File: src/deq_pkg.sv
// ============================================================================
// deq_pkg: shared definitions for the double-ended queue engine
// Request codes, status codes, data width, default depth and controller states.
// ============================================================================
package deq_pkg;

	localparam int unsigned DEQ_DEPTH = 16;
	localparam int unsigned DATA_W = 8;

	localparam logic [2:0] KIND_PUSH_BACK = 3'd0;
	localparam logic [2:0] KIND_PUSH_FRONT = 3'd1;
	localparam logic [2:0] KIND_POP_FRONT = 3'd2;
	localparam logic [2:0] KIND_POP_BACK = 3'd3;
	localparam logic [2:0] KIND_CONTAINS = 3'd4;
	localparam logic [2:0] KIND_REMOVE = 3'd5;
	localparam logic [2:0] KIND_REVERSE = 3'd6;
	localparam logic [2:0] KIND_CLEAR = 3'd7;

	localparam logic [1:0] STAT_OK = 2'd0;
	localparam logic [1:0] STAT_EMPTY = 2'd1;
	localparam logic [1:0] STAT_FULL = 2'd2;

	typedef enum logic [5:0] {
		ST_IDLE = 6'b000001,
		ST_SCAN = 6'b000010,
		ST_SHIFT = 6'b000100,
		ST_DROP = 6'b001000,
		ST_LOAD = 6'b010000,
		ST_DONE = 6'b100000
	} deq_state_t;

endpackage

File: src/deq_ram.sv
// ============================================================================
// deq_ram: generic simple dual-port RAM
// One write port and one read port; the read data is registered.
// ============================================================================
module deq_ram #(
	parameter int unsigned WIDTH = 8,
	parameter int unsigned DEPTH = 16
) (
	input  logic                     clk,
	input  logic                     we,
	input  logic [$clog2(DEPTH)-1:0] waddr,
	input  logic [WIDTH-1:0]         wdata,
	input  logic [$clog2(DEPTH)-1:0] raddr,
	output logic [WIDTH-1:0]         rdata
);

	logic [WIDTH-1:0] mem_q [DEPTH];

	always_ff @(posedge clk) begin
		if (we) begin
			mem_q[waddr] <= wdata;
		end
		rdata <= mem_q[raddr];
	end

endmodule

File: src/double_ended_queue_engine.sv
// ============================================================================
// double_ended_queue_engine: bounded double-ended queue of bytes
// Ring store in one RAM with registered copies of both end values.
// ============================================================================
// The queue holds up to DEPTH bytes in a ring buffer RAM with a registered read.
// Every request gives exactly one result. A push, reverse or clear goes straight
// from the input transfer to the result state, and so does a pop on an empty
// queue. Any other pop also passes the drop state and then, unless it leaves the
// queue empty, a load state that reloads the new end value. Contains and remove
// read the store one entry per cycle in logical order. A remove that takes an
// end entry then finishes like a pop. A remove in the middle moves the entries
// stored after it down one place per cycle through the single RAM port pair.
// The next request is taken in the cycle after the result is registered; a
// waiting result does not block it, but the next result is held until the
// waiting one has been transferred.
module double_ended_queue_engine
	import deq_pkg::*;
#(
	parameter int unsigned DEPTH = DEQ_DEPTH
) (
	input  logic                       clk,
	input  logic                       arst_n,
	input  logic                       in_valid,
	output logic                       in_ready,
	input  logic [2:0]                 kind,
	input  logic [DATA_W-1:0]          value,
	output logic                       out_valid,
	input  logic                       out_ready,
	output logic [1:0]                 status,
	output logic                       found,
	output logic [$clog2(DEPTH+1)-1:0] count,
	output logic [DATA_W-1:0]          front_value,
	output logic [DATA_W-1:0]          back_value
);

	localparam int unsigned AW = $clog2(DEPTH);
	localparam int unsigned CW = $clog2(DEPTH + 1);
	localparam int unsigned SW = CW + 1;
	localparam logic [SW-1:0] DEPTH_S = SW'(DEPTH);

	deq_state_t state_q;
	logic [AW-1:0] head_q;
	logic [CW-1:0] cnt_q;
	logic rev_q;
	logic [DATA_W-1:0] pf_q;
	logic [DATA_W-1:0] pl_q;
	logic [2:0] kind_q;
	logic [DATA_W-1:0] value_q;
	logic [1:0] status_q;
	logic found_q;
	logic drop_start_q;
	logic [CW-1:0] i_q;
	logic [CW-1:0] sh_q;
	logic rd_vld_s1;
	logic [CW-1:0] rd_off_s1;
	logic out_valid_q;

	logic we;
	logic [AW-1:0] waddr;
	logic [DATA_W-1:0] wdata;
	logic [AW-1:0] raddr;
	logic [DATA_W-1:0] rdata;

	logic accept;
	logic push_start;
	logic pop_start;
	logic [AW-1:0] head_dec;
	logic [AW-1:0] head_inc;
	logic scan_issue;
	logic [CW-1:0] scan_off;
	logic sh_issue;
	logic [CW-1:0] drop_cnt;
	logic [AW-1:0] drop_head;
	logic match;

	function automatic logic [AW-1:0] slot_f(input logic [AW-1:0] h, input logic [CW-1:0] off);
		logic [SW-1:0] s;
		s = SW'(h) + SW'(off);
		if (s >= DEPTH_S) begin
			s = s - DEPTH_S;
		end
		return s[AW-1:0];
	endfunction

	deq_ram #(
		.WIDTH(DATA_W),
		.DEPTH(DEPTH)
	) u_ram (
		.clk  (clk),
		.we   (we),
		.waddr(waddr),
		.wdata(wdata),
		.raddr(raddr),
		.rdata(rdata)
	);

	assign in_ready = (state_q == ST_IDLE);
	assign accept = in_valid && in_ready;
	assign push_start = (kind == KIND_PUSH_FRONT) != rev_q;
	assign pop_start = (kind == KIND_POP_FRONT) != rev_q;
	assign head_dec = (head_q == '0) ? AW'(DEPTH - 1) : head_q - AW'(1);
	assign head_inc = slot_f(head_q, CW'(1));
	assign scan_issue = (i_q < cnt_q);
	assign scan_off = rev_q ? (cnt_q - CW'(1) - i_q) : i_q;
	assign sh_issue = (sh_q < cnt_q);
	assign drop_cnt = cnt_q - CW'(1);
	assign drop_head = drop_start_q ? head_inc : head_q;
	assign match = rd_vld_s1 && (rdata == value_q);

	always_comb begin
		we = 1'b0;
		waddr = slot_f(head_q, cnt_q);
		wdata = value;
		raddr = '0;
		unique case (state_q)
			ST_IDLE: begin
				if (accept && (kind == KIND_PUSH_BACK || kind == KIND_PUSH_FRONT)
						&& cnt_q != CW'(DEPTH)) begin
					we = 1'b1;
					if (push_start) begin
						waddr = head_dec;
					end
				end
			end
			ST_SCAN: begin
				raddr = slot_f(head_q, scan_off);
			end
			ST_SHIFT: begin
				raddr = slot_f(head_q, sh_q);
				we = rd_vld_s1;
				waddr = slot_f(head_q, rd_off_s1 - CW'(1));
				wdata = rdata;
			end
			ST_DROP: begin
				raddr = drop_start_q ? drop_head : slot_f(head_q, drop_cnt - CW'(1));
			end
			ST_LOAD, ST_DONE: begin
			end
			default: begin
			end
		endcase
	end

	always_ff @(posedge clk or negedge arst_n) begin
		if (!arst_n) begin
			state_q <= ST_IDLE;
			head_q <= '0;
			cnt_q <= '0;
			rev_q <= 1'b0;
			out_valid_q <= 1'b0;
			rd_vld_s1 <= 1'b0;
		end else begin
			if (out_ready) begin
				out_valid_q <= 1'b0;
			end
			unique case (state_q)
				ST_IDLE: begin
					if (accept) begin
						kind_q <= kind;
						value_q <= value;
						status_q <= STAT_OK;
						found_q <= 1'b0;
						i_q <= '0;
						rd_vld_s1 <= 1'b0;
						state_q <= ST_DONE;
						unique case (kind)
							KIND_PUSH_BACK, KIND_PUSH_FRONT: begin
								if (cnt_q == CW'(DEPTH)) begin
									status_q <= STAT_FULL;
								end else begin
									cnt_q <= cnt_q + CW'(1);
									if (push_start) begin
										head_q <= head_dec;
										pf_q <= value;
										if (cnt_q == '0) begin
											pl_q <= value;
										end
									end else begin
										pl_q <= value;
										if (cnt_q == '0) begin
											pf_q <= value;
										end
									end
								end
							end
							KIND_POP_FRONT, KIND_POP_BACK: begin
								if (cnt_q == '0) begin
									status_q <= STAT_EMPTY;
								end else begin
									drop_start_q <= pop_start;
									state_q <= ST_DROP;
								end
							end
							KIND_CONTAINS: begin
								state_q <= ST_SCAN;
							end
							KIND_REMOVE: begin
								if (cnt_q == '0) begin
									status_q <= STAT_EMPTY;
								end else begin
									state_q <= ST_SCAN;
								end
							end
							KIND_REVERSE: begin
								rev_q <= ~rev_q;
							end
							KIND_CLEAR: begin
								cnt_q <= '0;
								head_q <= '0;
								rev_q <= 1'b0;
							end
							default: begin
							end
						endcase
					end
				end
				ST_SCAN: begin
					rd_vld_s1 <= scan_issue;
					rd_off_s1 <= scan_off;
					if (scan_issue) begin
						i_q <= i_q + CW'(1);
					end
					if (match) begin
						found_q <= 1'b1;
						rd_vld_s1 <= 1'b0;
						if (kind_q == KIND_REMOVE) begin
							if (rd_off_s1 == '0) begin
								drop_start_q <= 1'b1;
								state_q <= ST_DROP;
							end else if (rd_off_s1 == drop_cnt) begin
								drop_start_q <= 1'b0;
								state_q <= ST_DROP;
							end else begin
								sh_q <= rd_off_s1 + CW'(1);
								state_q <= ST_SHIFT;
							end
						end else begin
							state_q <= ST_DONE;
						end
					end else if (!scan_issue && !rd_vld_s1) begin
						state_q <= ST_DONE;
					end
				end
				ST_SHIFT: begin
					rd_vld_s1 <= sh_issue;
					rd_off_s1 <= sh_q;
					if (sh_issue) begin
						sh_q <= sh_q + CW'(1);
					end
					if (!sh_issue && !rd_vld_s1) begin
						cnt_q <= drop_cnt;
						state_q <= ST_DONE;
					end
				end
				ST_DROP: begin
					cnt_q <= drop_cnt;
					if (drop_cnt == '0) begin
						head_q <= '0;
						state_q <= ST_DONE;
					end else begin
						head_q <= drop_head;
						state_q <= ST_LOAD;
					end
				end
				ST_LOAD: begin
					if (drop_start_q) begin
						pf_q <= rdata;
					end else begin
						pl_q <= rdata;
					end
					state_q <= ST_DONE;
				end
				ST_DONE: begin
					if (!out_valid_q || out_ready) begin
						out_valid_q <= 1'b1;
						state_q <= ST_IDLE;
					end
				end
				default: begin
					state_q <= ST_IDLE;
				end
			endcase
		end
	end

	logic [1:0] status_o_q;
	logic found_o_q;
	logic [CW-1:0] count_o_q;
	logic [DATA_W-1:0] front_o_q;
	logic [DATA_W-1:0] back_o_q;

	always_ff @(posedge clk) begin
		if (state_q == ST_DONE && (!out_valid_q || out_ready)) begin
			status_o_q <= status_q;
			found_o_q <= found_q;
			count_o_q <= cnt_q;
			if (cnt_q == '0) begin
				front_o_q <= '0;
				back_o_q <= '0;
			end else begin
				front_o_q <= rev_q ? pl_q : pf_q;
				back_o_q <= rev_q ? pf_q : pl_q;
			end
		end
	end

	assign out_valid = out_valid_q;
	assign status = status_o_q;
	assign found = found_o_q;
	assign count = count_o_q;
	assign front_value = front_o_q;
	assign back_value = back_o_q;

endmodule

File: config.mk
export PLATFORM = sky130hd
export DESIGN_NAME = double_ended_queue_engine
export DESIGN_NICKNAME = d
export VERILOG_FILES = /design/src/deq_pkg.sv /design/src/deq_ram.sv /design/src/double_ended_queue_engine.sv
export SDC_FILE = /design/constraint.sdc
export NUM_CORES = 1
export LEC_CHECK = 0
export BUFFER_PORTS_ARGS = -buffer_cell sky130_fd_sc_hd__buf_2
export CAP_MARGIN = 20
export CELL_PAD_IN_SITES_DETAIL_PLACEMENT = 2
export CELL_PAD_IN_SITES_GLOBAL_PLACEMENT = 2
export CORE_UTILIZATION = 47
export DETAILED_ROUTE_END_ITERATION = 8
export PLACE_DENSITY = 0.89
export SLEW_MARGIN = 20
export SYNTH_ARGS = -nofsm -noshare
export SYNTH_HDL_FRONTEND = slang
export SYNTH_SLANG_ARGS = --single-unit
export TNS_END_PERCENT = 10
File: constraint.sdc
create_clock -name clk -period 11.8 [get_ports clk]
set_clock_uncertainty 0.15 [all_clocks]
set_input_delay 0.59 -clock clk [delete_from_list [all_inputs] [get_ports clk]]
set_output_delay 0.59 -clock clk [all_outputs]
set_load 0.1 [all_outputs]
# After elaboration in Yosys (flattened, before gate mapping)
# Memories as Yosys holds them, arrays and structs flattened. A register that Yosys moved wholly into a read port is not among the register bits.
# Cells that the tools add are included.
# classes
n_bitwise,1
muxes,88
n_addsub,21
magnitude_cmp,8
n_eq_ne,42
reduce_logical,41
# op_table
operator,count
$mux 8,14
$mux 4,17
$mux 5,11
$mux 6,9
$pmux 5 s2,4
$pmux 6 s6,1
$pmux 8 s2,2
$add 4x5->6,5
$ge 6x5->1 const B,5
$sub 4x1->4 const B,7
$ne 2x2->1 const B,12
$pmux 4 s2,3
$reduce_and 7->1,3
$add 5x1->5 const B,4
$pmux 6 s3,1
$mux 1,17
$eq 3x3->1 const B,5
$logic_not 5->1,3
$pmux 5 s3,1
$sub 5x1->5 const B,3
$ne 3x3->1 const B,4
$pmux 4 s3,1
$reduce_and 4->1,3
$lt 5x5->1,2
37 further kinds,64
# totals
ff_bits,88
memories,1
out_inout_bits,26
mem_bits_rw,128
inputBits,15
wordCells,223
# memory_table
memory,words,word_bits,read_ports,rd_ports_with_merged_regs,write_ports,line,text
u_ram.mem_q,16,8,1,1,1,deq_ram.sv:17,logic [WIDTH-1:0] mem_q [DEPTH];

# Longest topological paths before layout
# depth
word_depth,8
ltp_mapped,17

# Modules after synthesis
# A second synthesis with hierarchy kept.
# hier_totals
hier_cells,773
area_unflattened_um2,10770.3
# modules_own_cells
module,n_inst,cells_per_inst,area_per_inst_um2,seq_area_each_um2
double_ended_queue_engine,1,544,5622.9,2553.7
deq_ram,1,229,5147.4,4003.8

# Worst setup path before layout
# No wires, ideal clock.
# synth_path
kind,reg-to-reg
startpoint,register state_q[1]
endpoint,register u_ram.rdata[3] (read register of u_ram.mem_q)
path_slack_ns,7.923
arrival_ns,3.655
setup_ns,0.072
path_buffers,4
path_stages_with_launch,17
cell_sequence,dfrtp_1 -> or4_4 -> nor2_2 -> buf_2 -> clkbuf_1 -> o21ai_0 -> ha_1 -> inv_1 -> fa_1 -> nor3_1 -> a21oi_1 -> buf_4 -> buf_4 -> mux2i_1 -> a222oi_1 -> nand2_1 -> mux2i_1
# synth_between
elab_chain_cells,2
# synth_rtl
element,line,text
"start, declared",double_ended_queue_engine.sv:41,deq_state_t state_q;
"start signal, assigned",double_ended_queue_engine.sv:146,state_q <= ST_IDLE;
"start signal, assigned",double_ended_queue_engine.sv:165,state_q <= ST_DONE;
"start signal, assigned",double_ended_queue_engine.sv:191,state_q <= ST_DROP;
"$eq 6x4->1, or another cell as far along",double_ended_queue_engine.sv:115,unique case (state_q)
$pmux 4 s3 *,double_ended_queue_engine.sv:115,
"end, declared",deq_ram.sv:14,output logic [WIDTH-1:0] rdata
# Mark *: on every way between the ends. The rest lies on a longest branch, timed or not.
# A chain may end at the register's enable or synchronous reset.

# Worst setup path in the final report
# layout_path
startpoint,register cnt_q[0]
endpoint,register u_ram.rdata[1] (read register of u_ram.mem_q)
# layout_between
elab_chain_cells,7
# layout_rtl
element,line,text
"start, declared",double_ended_queue_engine.sv:43,logic [CW-1:0] cnt_q;
"start signal, assigned",double_ended_queue_engine.sv:171,cnt_q <= cnt_q + CW'(1);
"start signal, assigned",double_ended_queue_engine.sv:251,cnt_q <= drop_cnt;
"start signal, assigned",double_ended_queue_engine.sv:256,cnt_q <= drop_cnt;
$sub 5x1->5 *,"double_ended_queue_engine.sv:104, double_ended_queue_engine.sv:106",
$sub 5x1->5 / $sub 5x5->5 (equally long branches),"double_ended_queue_engine.sv:135, double_ended_queue_engine.sv:104",
$add 4x5->6 / $mux 5 (equally long branches),"double_ended_queue_engine.sv:78, double_ended_queue_engine.sv:104",
"$ge 6x5->1, or another cell as far along",double_ended_queue_engine.sv:79,if (s >= DEPTH_S) begin
"$mux 4, or another cell as far along",double_ended_queue_engine.sv:79,
"$mux 4, on equally long branches","double_ended_queue_engine.sv:135, double_ended_queue_engine.sv:79",
$pmux 4 s3 *,double_ended_queue_engine.sv:115,
# Marked as above.

==> impl_metrics.yaml <==
job:
  cap_violations: 0
logic_synthesis:
  synth_top_area_share_pct: 54.5
  synth.distinct_cells: 72
  yosysMostFrequentCell: "edfxtp_1"
  synth-seq-cells: 224
  syn_area_per_cell_um2: 12.9
  async_flop_share_pct: 8.04
  ys_seq_area_share_pct: 60.1
  netlist_area_um2: 10900
  synth_area_leader_cell: "edfxtp_1"
  synth_edf_count: 198
  mappedNetlistNets: 900
  yosysWarnings: 0
  synth_cells: 844
  yosys-top-cells-area: "edfxtp_1, mux2i_1, ha_1"
  synth_flop_cell: "edfxtp_1"
  synth_top_cells_by_count: "edfxtp_1, mux2i_1, nand2_1"
sta:
  period_minus_slack_ns: 5.62
  max_freq_ghz: 0.178
  maxSlewHeadroom_pct: 24.1
  worstMarginPinSlew_ns: 1.14
  fin_ws_ns: 6.18
  setup_viol: 0
  finalHoldViolCount: 0
  tns_ns: 0
  drv_slew: 0
  period_share_pct: 47.6
  rsz0062_at_grt: "false"
critical_path:
  slowest_stage: "buf_4"
  end_kind: "flip-flop"
  worstSetupStartpointType: "flip-flop"
  r2r_slack_ns: 6.18
  arrival_ns: 5.91
  worstPathRequired_ns: 12.09
  crit_chain: "inv_1, ha_1, fa_1, nand2_1, o21ai_0, o21ai_0, inv_1, fa_1, nor3_1, a21oi_4, buf_4, mux2i_1, a222oi_1, nand2_1, mux2i_1"
  critical_path_class: "reg2reg"
  worstSetupStartpoint: "cnt_q[0]"
  crit_path_max_incr_delay_ns: 0.85
  worstReg2RegStart: "cnt_q[0]"
  crit_fanout: 64
power_and_ir_drop:
  p_leak_uw: 0.00495
  power_uw: 2990
  cellPowerDensity_nw_per_um2: 246
  irDropWorstVdd_mv: 0.150
layout:
  n_fill_cell: 2082
  fin_util_pct: 53.6
  antenna_cells: 0
  nNetsFinal: 944
  final_cells: 1192
  syn_to_final_growth_pct: 11.5
  drive_gt1_share_pct: 12.3
cts:
  cts_htree_levels: 1
  clock_path_buffers: 3
  clock-sinks: 224
  ctsResizeCount: 0
  numCtsBuffers: 25
  insertion_delay_ns: 0.53
  cts_tree: "built"
  cts.reportedPaths.clkPinSlew_ns: 0.07
  clockRootBuffer: "clkbuf_16"
place:
  gp_congestion: 0.834
  hpwlAfterDp_mm: 24.3
  io_buffer_count: 40
  dpl_worst_slack_ns: 6.55
  place_inst: 1144
floorplanning:
  die_h_um: 154
  rows: 55
  start_util_pct: 48.0
  ioPinCount: 41
  core_um2: 22700
  die_area_um2: 23800
  die_w_um: 154
routing:
  dr_wl_met2_mm: 18.5
  drt-total-wl_mm: 36.4
  wl_met3_mm: 2.12
  drc: 0
  wl_met1_mm: 14.3
  ant_nets: 0
  top_layer_used: "met4"
  routedWlPerCell_um: 30.5
  first_pass_iters: 7
  num_vias: 7562
  drt_iter0_markers: 720
  vias_per_cell: 6.34
run_status:
  outcome: "complete, no violations"
global_routing:
  grt.total_usage_pct: 30.9
  grt_pass1_wl_mm: 54.1
  grt_pass1_vias: 8329
  grt-ovfl-total: 0
  antenna_found_initial: 0
  grt_max_degree: 65
min_path:
  hold_path.class: "in2reg"
  worstHoldStart: "value[6]"
-- worst max-delay path, delay by kind of cell, from the launching register on --
family | cells | cell delay (ns)
AO/OA/AOI/OAI | 4 | 1.14
adder cells (fa/ha/maj) | 3 | 1.54
multiplexers | 2 | 0.49
flip-flops | 1 | 0.71
buffers and inverters | 3 | 1.10
AND/OR/NAND/NOR | 3 | 0.34
-- cell families after synthesis --
group / count (synthesis) / synth area share (%)
AND/OR/NAND/NOR: 231 / 10.2
flip-flops: 224 / 60.1
AO/OA/AOI/OAI: 136 / 8.75
multiplexers: 101 / 9.36
buffers and inverters: 67 / 2.91
XOR/XNOR: 44 / 3.60
adder cells (fa/ha/maj): 41 / 5.05
-- state kept, by name, indices dropped and copies added, names as in the netlist --
register,count
u_ram.mem_q,128
back_value,8
front_value,8
pf_q,8
pl_q,8
u_ram.rdata,8
value_q,8
state_q,6
cnt_q,5
count,5
i_q,5
rd_off_s1,5
sh_q,5
head_q,4
kind_q,3
status,2
status_q,2
drop_start_q,1
found,1
found_q,1
out_valid,1
rd_vld_s1,1
rev_q,1
-- final cells by class --
cell class | count | area [um2] | share of cell area [%]
Inverter | 36 | 135 | 1.11
Multi-Input combinational cell | 553 | 4050 | 33.3
Tap cell | 285 | 357 | 2.93
Clock buffer | 30 | 644 | 5.30
Clock inverter | 16 | 160 | 1.32
Timing Repair Buffer | 48 | 263 | 2.16
Sequential cell | 224 | 6560 | 53.9
-- cell usage in the layout (no fill, tap or decap), types with 25 or more instances in the layout --
master / count
xnor2_1: 25
o21ai_0: 31
mux2i_1: 93
nand2_1: 93
ha_1: 36
nor2_1: 57
edfxtp_1: 198
buf_2: 40
clkbuf_16: 25
inv_1: 36
-- metal layers --
layer	up-vias	global-route usage, %
met5	-	0
met4	0	12.5
met3	102	3.56
met2	352	55.1
met1	3872	38.2
li1	3236	-
-- path summary, 6_finish.rpt --
| path | to | cells after the start |
|---|---|---|
| min reg2reg | status[0] | 0 |
| max reg2reg | u_ram.rdata[1] | 15 |
| max in group asynchronous | out_valid | 2 |
| min in group asynchronous | head_q[1] | 2 |
| min | value_q[6] | 1 |
| max | u_ram.rdata[1] | 15 |
-- timing repair --
action | 4_1_cts | 5_1_grt
hold endpoints to repair | 17 | 0
hold buffers | 1 | 0
setup buffers | 0 | 0
-- power by group --
part / total (uW) / internal [uW] / leakage [uW] / switching, uW
Combinational: 1140 / 370 / 0.00247 / 769
Sequential: 1070 / 963 / 0.00209 / 105
Clock: 788 / 456 / 0.000395 / 332
-- through the flow --
step,instance area [um2],hold WS (ns)
after floorplan,10900,0.144
after global placement,11300,0.253
after detailed placement,11300,0.255
after CTS,12200,0.116
after global routing,12200,0.120
final,12200,0.131
Power figures use the tool's default switching activity.
